`src/rtl/epcal_pkg.sv`:
```
`default_nettype none
package epcal_pkg;

    // bias that makes every input non-negative, a whole number of days
    localparam logic [32:0] DAY_BIAS  = 33'd2147558400;
    localparam logic [26:0] DAY_RECIP = 27'd101806633;
    localparam logic [25:0] DAY_DIV   = 26'd675;
    localparam logic [17:0] SEC_RECIP = 18'd139811;
    localparam logic [16:0] CYC_RECIP = 17'd91868;
    localparam logic [16:0] WD_RECIP  = 17'd74899;
    localparam logic [16:0] HR_RECIP  = 17'd69906;
    // day count from 1901-01-01 and weekday phase
    localparam logic [15:0] CYC_OFFS  = 16'd346;
    localparam logic [15:0] WD_OFFS   = 16'd5;
    localparam logic [15:0] CYC_DAYS  = 16'd1461;
    localparam logic [10:0] YEAR_DAYS = 11'd365;

    typedef struct packed {
        logic [15:0] day;
        logic [16:0] sod;
    } split_t;

    typedef struct packed {
        logic [5:0] second;
        logic [5:0] minute;
        logic [4:0] hour;
        logic [4:0] month_day;
        logic [3:0] month;
        logic [7:0] years_since_1900;
        logic [2:0] weekday;
        logic [8:0] year_day;
    } cal_t;

    function automatic logic [8:0] month_start(input logic [3:0] mon, input logic leap);
        logic [8:0] base;
        begin
            case (mon)
                4'd0:    base = 9'd0;
                4'd1:    base = 9'd31;
                4'd2:    base = 9'd59;
                4'd3:    base = 9'd90;
                4'd4:    base = 9'd120;
                4'd5:    base = 9'd151;
                4'd6:    base = 9'd181;
                4'd7:    base = 9'd212;
                4'd8:    base = 9'd243;
                4'd9:    base = 9'd273;
                4'd10:   base = 9'd304;
                4'd11:   base = 9'd334;
                default: base = 9'd0;
            endcase
            if (leap && mon >= 4'd2) begin
                base = base + 9'd1;
            end
            return base;
        end
    endfunction

endpackage
`default_nettype wire

```
`src/rtl/epcal_daysplit.sv`:
```
`default_nettype none
module epcal_daysplit
    import epcal_pkg::*;
(
    input  wire logic        aclk,
    input  wire logic        aresetn,
    input  wire logic        en,
    input  wire logic        in_valid,
    input  wire logic [31:0] in_seconds,
    output logic             out_valid,
    output split_t           out_split
);
    logic [2:0]  vld_reg;
    logic [32:0] biased;
    logic [25:0] q1_reg, q2_reg;
    logic [6:0]  lo1_reg, lo2_reg;
    logic [52:0] prod_reg;
    logic [52:0] prod_next;
    logic [15:0] day_est;
    logic [25:0] rem_full;
    split_t      split_reg, split_next;

    assign biased    = {in_seconds[31], in_seconds} + DAY_BIAS;
    assign prod_next = {27'd0, q1_reg} * {26'd0, DAY_RECIP};
    assign day_est   = prod_reg[51:36];
    assign rem_full  = q2_reg - ({10'd0, day_est} * DAY_DIV);

    always_comb begin
        split_next.day = day_est;
        split_next.sod = {rem_full[9:0], lo2_reg};
    end

    always_ff @(posedge aclk) begin
        if (!aresetn) begin
            vld_reg <= '0;
        end else if (en) begin
            vld_reg <= {vld_reg[1:0], in_valid};
        end
    end

    always_ff @(posedge aclk) begin
        if (en) begin
            q1_reg    <= biased[32:7];
            lo1_reg   <= biased[6:0];
            prod_reg  <= prod_next;
            q2_reg    <= q1_reg;
            lo2_reg   <= lo1_reg;
            split_reg <= split_next;
        end
    end

    assign out_valid = vld_reg[2];
    assign out_split = split_reg;

endmodule
`default_nettype wire

```
`src/rtl/epcal_fields.sv`:
```
`default_nettype none
module epcal_fields
    import epcal_pkg::*;
(
    input  wire logic   aclk,
    input  wire logic   aresetn,
    input  wire logic   en,
    input  wire logic   in_valid,
    input  wire split_t in_split,
    output logic        out_valid,
    output cal_t        out_cal
);
    logic [3:0]  vld_reg;

    // products
    logic [15:0] dp_reg, dw_reg;
    logic [16:0] sod4_reg;
    logic [34:0] psec_reg;
    logic [32:0] pyr_reg, pwd_reg;

    // quotients and remainders
    logic [10:0] mt_next, mt5_reg, mt6_reg;
    logic [16:0] sec_full;
    logic [5:0]  sec5_reg, sec6_reg;
    logic [5:0]  cyc_next, cyc_reg;
    logic [15:0] rem_full;
    logic [10:0] rem_reg;
    logic [15:0] wd_full;
    logic [2:0]  wd5_reg, wd6_reg;

    // year
    logic [1:0]  yic;
    logic [10:0] yday_full;
    logic [27:0] phr_reg;
    logic [7:0]  ys_reg;
    logic [8:0]  yday_reg;
    logic        leap_reg;

    // month and time of day
    logic [4:0]  hour_est;
    logic [10:0] min_full;
    logic [3:0]  mon;
    logic [8:0]  mday_full;
    cal_t        cal_reg, cal_next;

    assign mt_next  = psec_reg[33:23];
    assign sec_full = sod4_reg - ({6'd0, mt_next} * 17'd60);
    assign cyc_next = pyr_reg[32:27];
    assign rem_full = dp_reg - ({10'd0, cyc_next} * CYC_DAYS);
    assign wd_full  = dw_reg - ({2'd0, pwd_reg[32:19]} * 16'd7);

    always_comb begin
        if (rem_reg < YEAR_DAYS) begin
            yic = 2'd0;
        end else if (rem_reg < 11'd730) begin
            yic = 2'd1;
        end else if (rem_reg < 11'd1095) begin
            yic = 2'd2;
        end else begin
            yic = 2'd3;
        end
    end
    assign yday_full = rem_reg - ({9'd0, yic} * YEAR_DAYS);

    assign hour_est = phr_reg[26:22];
    assign min_full = mt6_reg - ({6'd0, hour_est} * 11'd60);

    always_comb begin
        mon = 4'd0;
        for (int m = 1; m < 12; m++) begin
            if (yday_reg >= month_start(4'(m), leap_reg)) begin
                mon = 4'(m);
            end
        end
    end
    assign mday_full = yday_reg - month_start(mon, leap_reg) + 9'd1;

    always_comb begin
        cal_next.second           = sec6_reg;
        cal_next.minute           = min_full[5:0];
        cal_next.hour             = hour_est;
        cal_next.month_day        = mday_full[4:0];
        cal_next.month            = mon;
        cal_next.years_since_1900 = ys_reg;
        cal_next.weekday          = wd6_reg;
        cal_next.year_day         = yday_reg;
    end

    always_ff @(posedge aclk) begin
        if (!aresetn) begin
            vld_reg <= '0;
        end else if (en) begin
            vld_reg <= {vld_reg[2:0], in_valid};
        end
    end

    always_ff @(posedge aclk) begin
        if (en) begin
            dp_reg   <= in_split.day + CYC_OFFS;
            dw_reg   <= in_split.day + WD_OFFS;
            sod4_reg <= in_split.sod;
            psec_reg <= {18'd0, in_split.sod} * {17'd0, SEC_RECIP};
            pyr_reg  <= {17'd0, (in_split.day + CYC_OFFS)} * {16'd0, CYC_RECIP};
            pwd_reg  <= {17'd0, (in_split.day + WD_OFFS)} * {16'd0, WD_RECIP};

            mt5_reg  <= mt_next;
            sec5_reg <= sec_full[5:0];
            cyc_reg  <= cyc_next;
            rem_reg  <= rem_full[10:0];
            wd5_reg  <= wd_full[2:0];

            phr_reg  <= {17'd0, mt5_reg} * {11'd0, HR_RECIP};
            mt6_reg  <= mt5_reg;
            sec6_reg <= sec5_reg;
            wd6_reg  <= wd5_reg;
            ys_reg   <= 8'd1 + {cyc_reg, 2'd0} + {6'd0, yic};
            yday_reg <= yday_full[8:0];
            leap_reg <= (yic == 2'd3);

            cal_reg  <= cal_next;
        end
    end

    assign out_valid = vld_reg[3];
    assign out_cal   = cal_reg;

endmodule
`default_nettype wire

```
`src/rtl/epoch_seconds_to_utc_calendar.sv`:
```
// each input word passes through the day split registers, then the calendar field registers, to the result word
// throughput: one word per cycle; a stalled output holds the whole pipeline
// the day split, calendar fields and output word are separate register stages
// reset (aresetn low, synchronous) clears all valid bits; data registers keep their value
`default_nettype none
module epoch_seconds_to_utc_calendar
    import epcal_pkg::*;
(
    input  wire logic        aclk,
    input  wire logic        aresetn,
    input  wire logic        s_valid,
    output logic             s_ready,
    input  wire logic [31:0] s_epoch_seconds,
    output logic             m_valid,
    input  wire logic        m_ready,
    output logic [5:0]       m_second,
    output logic [5:0]       m_minute,
    output logic [4:0]       m_hour,
    output logic [4:0]       m_month_day,
    output logic [3:0]       m_month,
    output logic [7:0]       m_years_since_1900,
    output logic [2:0]       m_weekday,
    output logic [8:0]       m_year_day
);
    logic   en;
    logic   split_valid;
    split_t split;
    cal_t   cal;

    // pipeline advances whenever the output word is free or being taken
    assign en      = !m_valid || m_ready;
    assign s_ready = en;

    epcal_daysplit u_daysplit (
        .aclk       (aclk),
        .aresetn    (aresetn),
        .en         (en),
        .in_valid   (s_valid),
        .in_seconds (s_epoch_seconds),
        .out_valid  (split_valid),
        .out_split  (split)
    );

    epcal_fields u_fields (
        .aclk      (aclk),
        .aresetn   (aresetn),
        .en        (en),
        .in_valid  (split_valid),
        .in_split  (split),
        .out_valid (m_valid),
        .out_cal   (cal)
    );

    assign m_second           = cal.second;
    assign m_minute           = cal.minute;
    assign m_hour             = cal.hour;
    assign m_month_day        = cal.month_day;
    assign m_month            = cal.month;
    assign m_years_since_1900 = cal.years_since_1900;
    assign m_weekday          = cal.weekday;
    assign m_year_day         = cal.year_day;

    a_time_range: assert property (@(posedge aclk) disable iff (!aresetn)
        m_valid |-> (m_second < 6'd60) && (m_minute < 6'd60) && (m_hour < 5'd24))
        else $error("time of day out of range");

    a_date_range: assert property (@(posedge aclk) disable iff (!aresetn)
        m_valid |-> (m_month < 4'd12) && (m_month_day != 5'd0) && (m_year_day < 9'd366))
        else $error("date out of range");

    a_wday_year: assert property (@(posedge aclk) disable iff (!aresetn)
        m_valid |-> (m_weekday < 3'd7) && (m_years_since_1900 != 8'd0)
            && (m_years_since_1900 < 8'd139))
        else $error("weekday or year out of range");

endmodule
`default_nettype wire
```
`config.mk`:
```
export PLATFORM = sky130hd
export DESIGN_NAME = epoch_seconds_to_utc_calendar
export DESIGN_NICKNAME = d
export VERILOG_FILES = /design/src/rtl/epcal_pkg.sv /design/src/rtl/epcal_daysplit.sv /design/src/rtl/epcal_fields.sv /design/src/rtl/epoch_seconds_to_utc_calendar.sv
export SDC_FILE = /design/constraint.sdc
export NUM_CORES = 2
export LEC_CHECK = 0
export ABC_AREA = 0
export BUFFER_PORTS_ARGS = -buffer_cell sky130_fd_sc_hd__buf_2
export CAP_MARGIN = 20
export CORE_MARGIN = 2
export CORE_UTILIZATION = 60
export CTS_BUF_LIST = sky130_fd_sc_hd__clkbuf_2
export CTS_CLUSTER_SIZE = 12
export DETAILED_ROUTE_END_ITERATION = 10
export PLACE_DENSITY = 0.77
export SLEW_MARGIN = 10
export SYNTH_ARGS = -nofsm -noshare
export SYNTH_HDL_FRONTEND = slang
export SYNTH_SLANG_ARGS = --single-unit
```
`constraint.sdc`:
```
create_clock -name aclk -period 13 [get_ports aclk]
set_input_delay 1.3 -clock aclk [delete_from_list [all_inputs] [get_ports aclk]]
set_output_delay 1.3 -clock aclk [all_outputs]
set_load 0.02 [all_outputs]
```
# Yosys cells after proc, flatten, opt, wreduce, memory -nomap -nowiden
# Memory sizes are Yosys's and may differ from the RTL's.
# Index checks and enable logic that the tools add are counted.
[op_classes] n_mux=25 shift=0 eq_ne=1 magnitude_cmp=15 div=0 n_addsub=14 bitwise_logic=0 reduce_logical=3 mul=11
[op_table] op="$mul 26x27->52 const B" n=1
[op_table] op="$mux 4" n=11
[op_table] op="$ge 9x8->1" n=4
[op_table] op="$mul 17x18->34 const B" n=1
[op_table] op="$add 33x32->33 const B" n=1
[op_table] op="$mul 16x17->33 const B" n=1
[op_table] op="$mul 16x15->31 const B" n=1
[op_table] op="$ge 9x9->1" n=3
[op_table] op="$mul 11x16->26 const B" n=1
[op_table] op="$ge 9x7->1" n=2
[op_table] op="$add 16x3->16 const B" n=1
[op_table] op="$add 16x9->16 const B" n=1
[op_table] op="$mul 16x10->10 const B" n=1
[op_table] op="$mul 14x3->3 const B" n=1
[op_table] op="$sub 6x6->6" n=2
[op_table] op="$lt 11x10->1 const B" n=1
[op_table] op="$lt 11x11->1 const B" n=1
[op_table] op="$lt 11x9->1 const B" n=1
[op_table] op="$mul 11x4->4 const B" n=1
[op_table] op="$mul 6x11->11 const B" n=1
[op_table] op="$sub 11x11->11" n=1
[op_table] op="$add 5x1->5 const B" n=2
[op_table] op="$sub 10x10->10" n=1
[op_table] op="$ge 9x5->1 const B" n=1
[op_table] op="other kinds (17)" n=27
[totals] memories=1 mem_bits_ro=144 in_bits=36 word_cells=105 reg_bits=402 latch_bits=0 out_inout_bits=48 ram_bits=0
[mem_list] name="(no name shown)" words=16 word_bits=9 read_ports=1 rd_ports_with_merged_regs=0 write_ports=0 line_no="epcal_pkg.sv:37" text="case (mon)"

# Logic depth before layout (Yosys ltp)
[depth] ltp_word=17 ltp_mapped=29 depth_no_buf=29

# Modules after synthesis
# Synthesis repeated with hierarchy kept, for this count alone.
[unflattened] hier_cells=3082 area_unflattened_um2=34125.2
[by_module_without_submodules] module="epcal_fields" area_each_um2=19587.5 cells_per_inst=1769 seq_area_each_um2=4914.7 instances=1
[by_module_without_submodules] module="epcal_daysplit" area_each_um2=14531.4 cells_per_inst=1312 seq_area_each_um2=3032.9 instances=1
[by_module_without_submodules] module="epoch_seconds_to_utc_calendar" area_each_um2=6.3 cells_per_inst=1 seq_area_each_um2=0.0 instances=1

# Worst setup path after synthesis
# OpenSTA, ideal clock, no wires.
[synth_timing] kind="input to output" from="input m_ready" to="output s_ready" stages=3 path_buffers=1 required_time_ns=11.700 t_arrival_ns=6.702 path_slack_ns=4.998 path_cell_list="nor2b_1 -> clkbuf_1 -> inv_1"
[synth_via] elab_chain_cells=1
[synth_lines] element="from (decl)" line_no="epoch_seconds_to_utc_calendar.sv:15" text="input wire logic m_ready,"
[synth_lines] element="$logic_or 1x1->1" line_no="epoch_seconds_to_utc_calendar.sv:31" text="assign en = !m_valid || m_ready;"
[synth_lines] element="to (decl)" line_no="epoch_seconds_to_utc_calendar.sv:12" text="output logic s_ready,"
# Every way passes these cells.

# Worst setup path after layout
[layout_timing] from="register u_daysplit.split_reg, in the netlist u_daysplit.out_split[18]" to="register u_fields.pyr_reg[32], data pin"
[layout_via] elab_chain_cells=2
[layout_lines] element="from (decl)" line_no="epcal_daysplit.sv:21" text="split_t split_reg, split_next;"
[layout_lines] element="from (signal assigned)" line_no="epcal_daysplit.sv:48" text="split_reg <= split_next;"
[layout_lines] element="$add 16x9->16"
[layout_lines] element="$mul 16x15->31" line_no="epcal_fields.sv:103" text="pyr_reg <= {17'd0, (in_split.day + CYC_OFFS)} * {16'd0, CYC_RECIP};"
[layout_lines] element="to (signal assigned)" line_no="epcal_fields.sv:103"
[layout_lines] element="to (decl)" line_no="epcal_fields.sv:19" text="logic [32:0] pyr_reg, pwd_reg;"
# Every way passes these cells.
# A chain may end at the register's enable or synchronous reset.

==> results.py <==
metrics = {
    "cells_and_area": {
        "multi_input_area_sq_mm": 0.0226,
        "fin_cells": 4001,
        "area_growth_pct": 6.18,
        "design_area_sq_mm": 0.0358,
        "nNetsFinal": 4413,
        "final_util_pct": 64.8,
        "fillers": 4360,
        "largest_register_ffs": 46,
        "drive_gt1_share_pct": 6.89,
        "seq_area_sq_mm": 0.00795,
    },
    "grt": {
        "antenna_found_initial": 2,
        "grt_overflow": 0,
        "grt_max_degree": 85,
        "grt_pass1_vias": 23056,
        "grt_use_total_pct": 24.1,
        "grt_pass1_wl_mm": 110,
    },
    "synthesis": {
        "synthCells": 3044,
        "synth_nets": 4254,
        "synth_edf_count": 260,
        "yosysMostFrequentCell": "inv_1",
        "synth-seq-cells": 267,
        "yosys_warnings": 0,
        "yosysTopAreaCellShare_pct": 28.6,
        "synthDistinctLibCells": 66,
        "synth_top_area_cell": "ha_1",
        "syn_area_sq_mm": 0.0338,
        "yosysSeqAreaShare_pct": 23.5,
        "synth_top_flop_cell": "edfxtp_1",
        "synth_common_cells": "856 x inv_1, 771 x ha_1, 403 x fa_1, 260 x edfxtp_1, 121 x xnor2_1",
        "syn_area_per_cell_sq_um": 11.1,
        "synthArstFlopShare_pct": 0,
        "yosys-top-cells-area": "ha_1 29%, fa_1 24%, edfxtp_1 23%",
    },
    "sta": {
        "fin_crit_sh_pct": 64.6,
        "finalHoldViolations": 0,
        "fin_skew_ns": 0.111,
        "rsz0062_at_grt": "false",
        "drv_slew": 0,
        "fmax_mhz": 119,
        "setup_viol": 0,
        "worst_slew_pin_slew_ns": 0.929,
        "min_period_ns": 8.40,
        "worst_slew_margin_rel_pct": 38.1,
        "tns_ns": 0,
    },
    "setup_path": {
        "rrSetupSlack_ns": 4.60,
        "cp-start-kind": "flip-flop",
        "path_class": "reg -> reg",
        "cp.required_ns": 13.75,
        "worstSetupEndpointType": "flip-flop",
        "arrival_ns": 9.16,
        "cp_max_fo": 10,
    },
    "cts": {
        "cts_sinks": 267,
        "numCtsBuffers": 74,
        "postCtsHoldBufs": 0,
        "post_cts_resized": 0,
        "clk_pin_slew_ns": 0.14,
        "clock-root-buffer": "clkbuf_2",
        "ctsLongestPathBuffers": 3,
        "clk-insertion-delay-late_ns": 1.04,
        "htreeDepth": 3,
        "cts_tree": "done",
        "cts_setup_buffers": 0,
    },
    "die": {
        "die_area_sq_mm": 0.0582,
        "rows": 86,
        "dieHeight_microns": 241,
        "die_w_microns": 241,
        "boundaryPins": 84,
        "start_util_pct": 61.0,
        "core-area_sq_mm": 0.0553,
    },
    "place": {
        "place_congestion": 0.945,
        "dpl.hpwl_mm": 54.6,
        "place_inst": 3874,
        "dpl_cell_area_sq_mm": 0.0351,
        "io_buffers": 83,
    },
    "route": {
        "wl_per_cell_microns": 16.3,
        "drc": 0,
        "dr.first_iter.drc_count": 806,
        "vias": 20978,
        "detail-route-antenna-nets": 0,
        "vias_per_cell": 5.24,
        "wl_mm": 65.2,
        "first_pass_iters": 5,
    },
    "outcome": {
        "status": "complete, no violations",
    },
    "job": {
        "maxCapViolCount": 0,
    },
    "min_path": {
        "hold_class": "reg -> reg",
    },
}
[metrics by stage]
stage          hold slack, ns  setup WS, ns
2_1_floorplan           0.400          5.00
3_3_place_gp            0.400          4.76
3_5_place_dp            0.405          4.68
4_1_cts                 0.270          4.62
5_1_grt                 0.363          4.07
6_report                0.381          4.60
[layout make-up]
type | count | area share [%]
antenna | 3 | 0.0209
multi-input combinational | 1910 | 62.9
clock inverter | 30 | 0.600
clock buffer | 93 | 1.30
sequential | 267 | 22.2
inverter | 856 | 8.98
timing repair buffer | 94 | 1.39
tap | 748 | 2.61
[final timing paths]
path / to / from / depth (start not counted)
min reg2reg: u_fields.out_cal[11] / u_fields.wd6_reg[2] / 0
max: u_fields.pyr_reg[32] / u_daysplit.out_split[18] / 26
min: u_fields.out_cal[11] / u_fields.wd6_reg[2] / 0
max reg2reg: u_fields.pyr_reg[32] / u_daysplit.out_split[18] / 26
[routing by layer]
layer / GRT usage [%] / vias to the layer above / part of all wire (%)
li1: - / 10192 / -
met1: 29.3 / 10284 / 42
met2: 43.5 / 386 / 51
met3: 3.48 / 114 / 3.6
met4: 8.29 / 2 / 2.7
met5: 0 / - / 0.020
[cells in the final DEF (no fill, tap or decap), types with 15 or more instances in the layout]
cell type  instances
inv_1            855
ha_1             771
fa_1             403
edfxtp_1         260
xnor2_1          121
a21oi_1           95
clkbuf_2          93
buf_2             83
nand2_1           69
xor2_1            64
nor2_1            58
o21ai_0           41
a21o_1            35
nand3_1           28
and3_1            21
o21bai_1          20
nor3_1            17
clkinv_1          15
[cell families (layout without fill, tap and decap cells)]
logic type               count (synthesis)  in the layout  share of synthesized area [%]
AO/OA/AOI/OAI                          288            288                           5.66
XOR/XNOR                               185            185                           4.80
adder cells (fa/ha/maj)               1174           1174                           52.5
buffers and inverters                  867           1073                           9.64
flip-flops                             267            267                           23.5
multiplexers                             5              5                          0.156
other                                    0              3                              0
AND/OR/NAND/NOR                        258            258                           3.72
[critical path: stages, from the launching register on]
cell and delay [ns]:
edfxtp_1 0.58, ha_1 0.30, or3_1 0.38, a21oi_1 0.22, inv_1 0.06, a21oi_1 0.35, nor2_1 0.10, xor2_1 0.60
inv_1 0.21, fa_1 0.60, fa_1 0.45, fa_1 0.51, inv_1 0.05, fa_1 0.46, fa_1 0.54, inv_1 0.05
fa_1 0.52, inv_1 0.04, ha_1 0.29, nand3_1 0.09, or4_1 0.54, o31ai_1 0.27, a41oi_1 0.09, o31a_1 0.34
a21oi_1 0.20, a21oi_1 0.12, xnor2_1 0.13
Power is left out: the tool's default activity adds up to more than one toggle a clock period on the data nets, which glitch-free logic cannot reach.
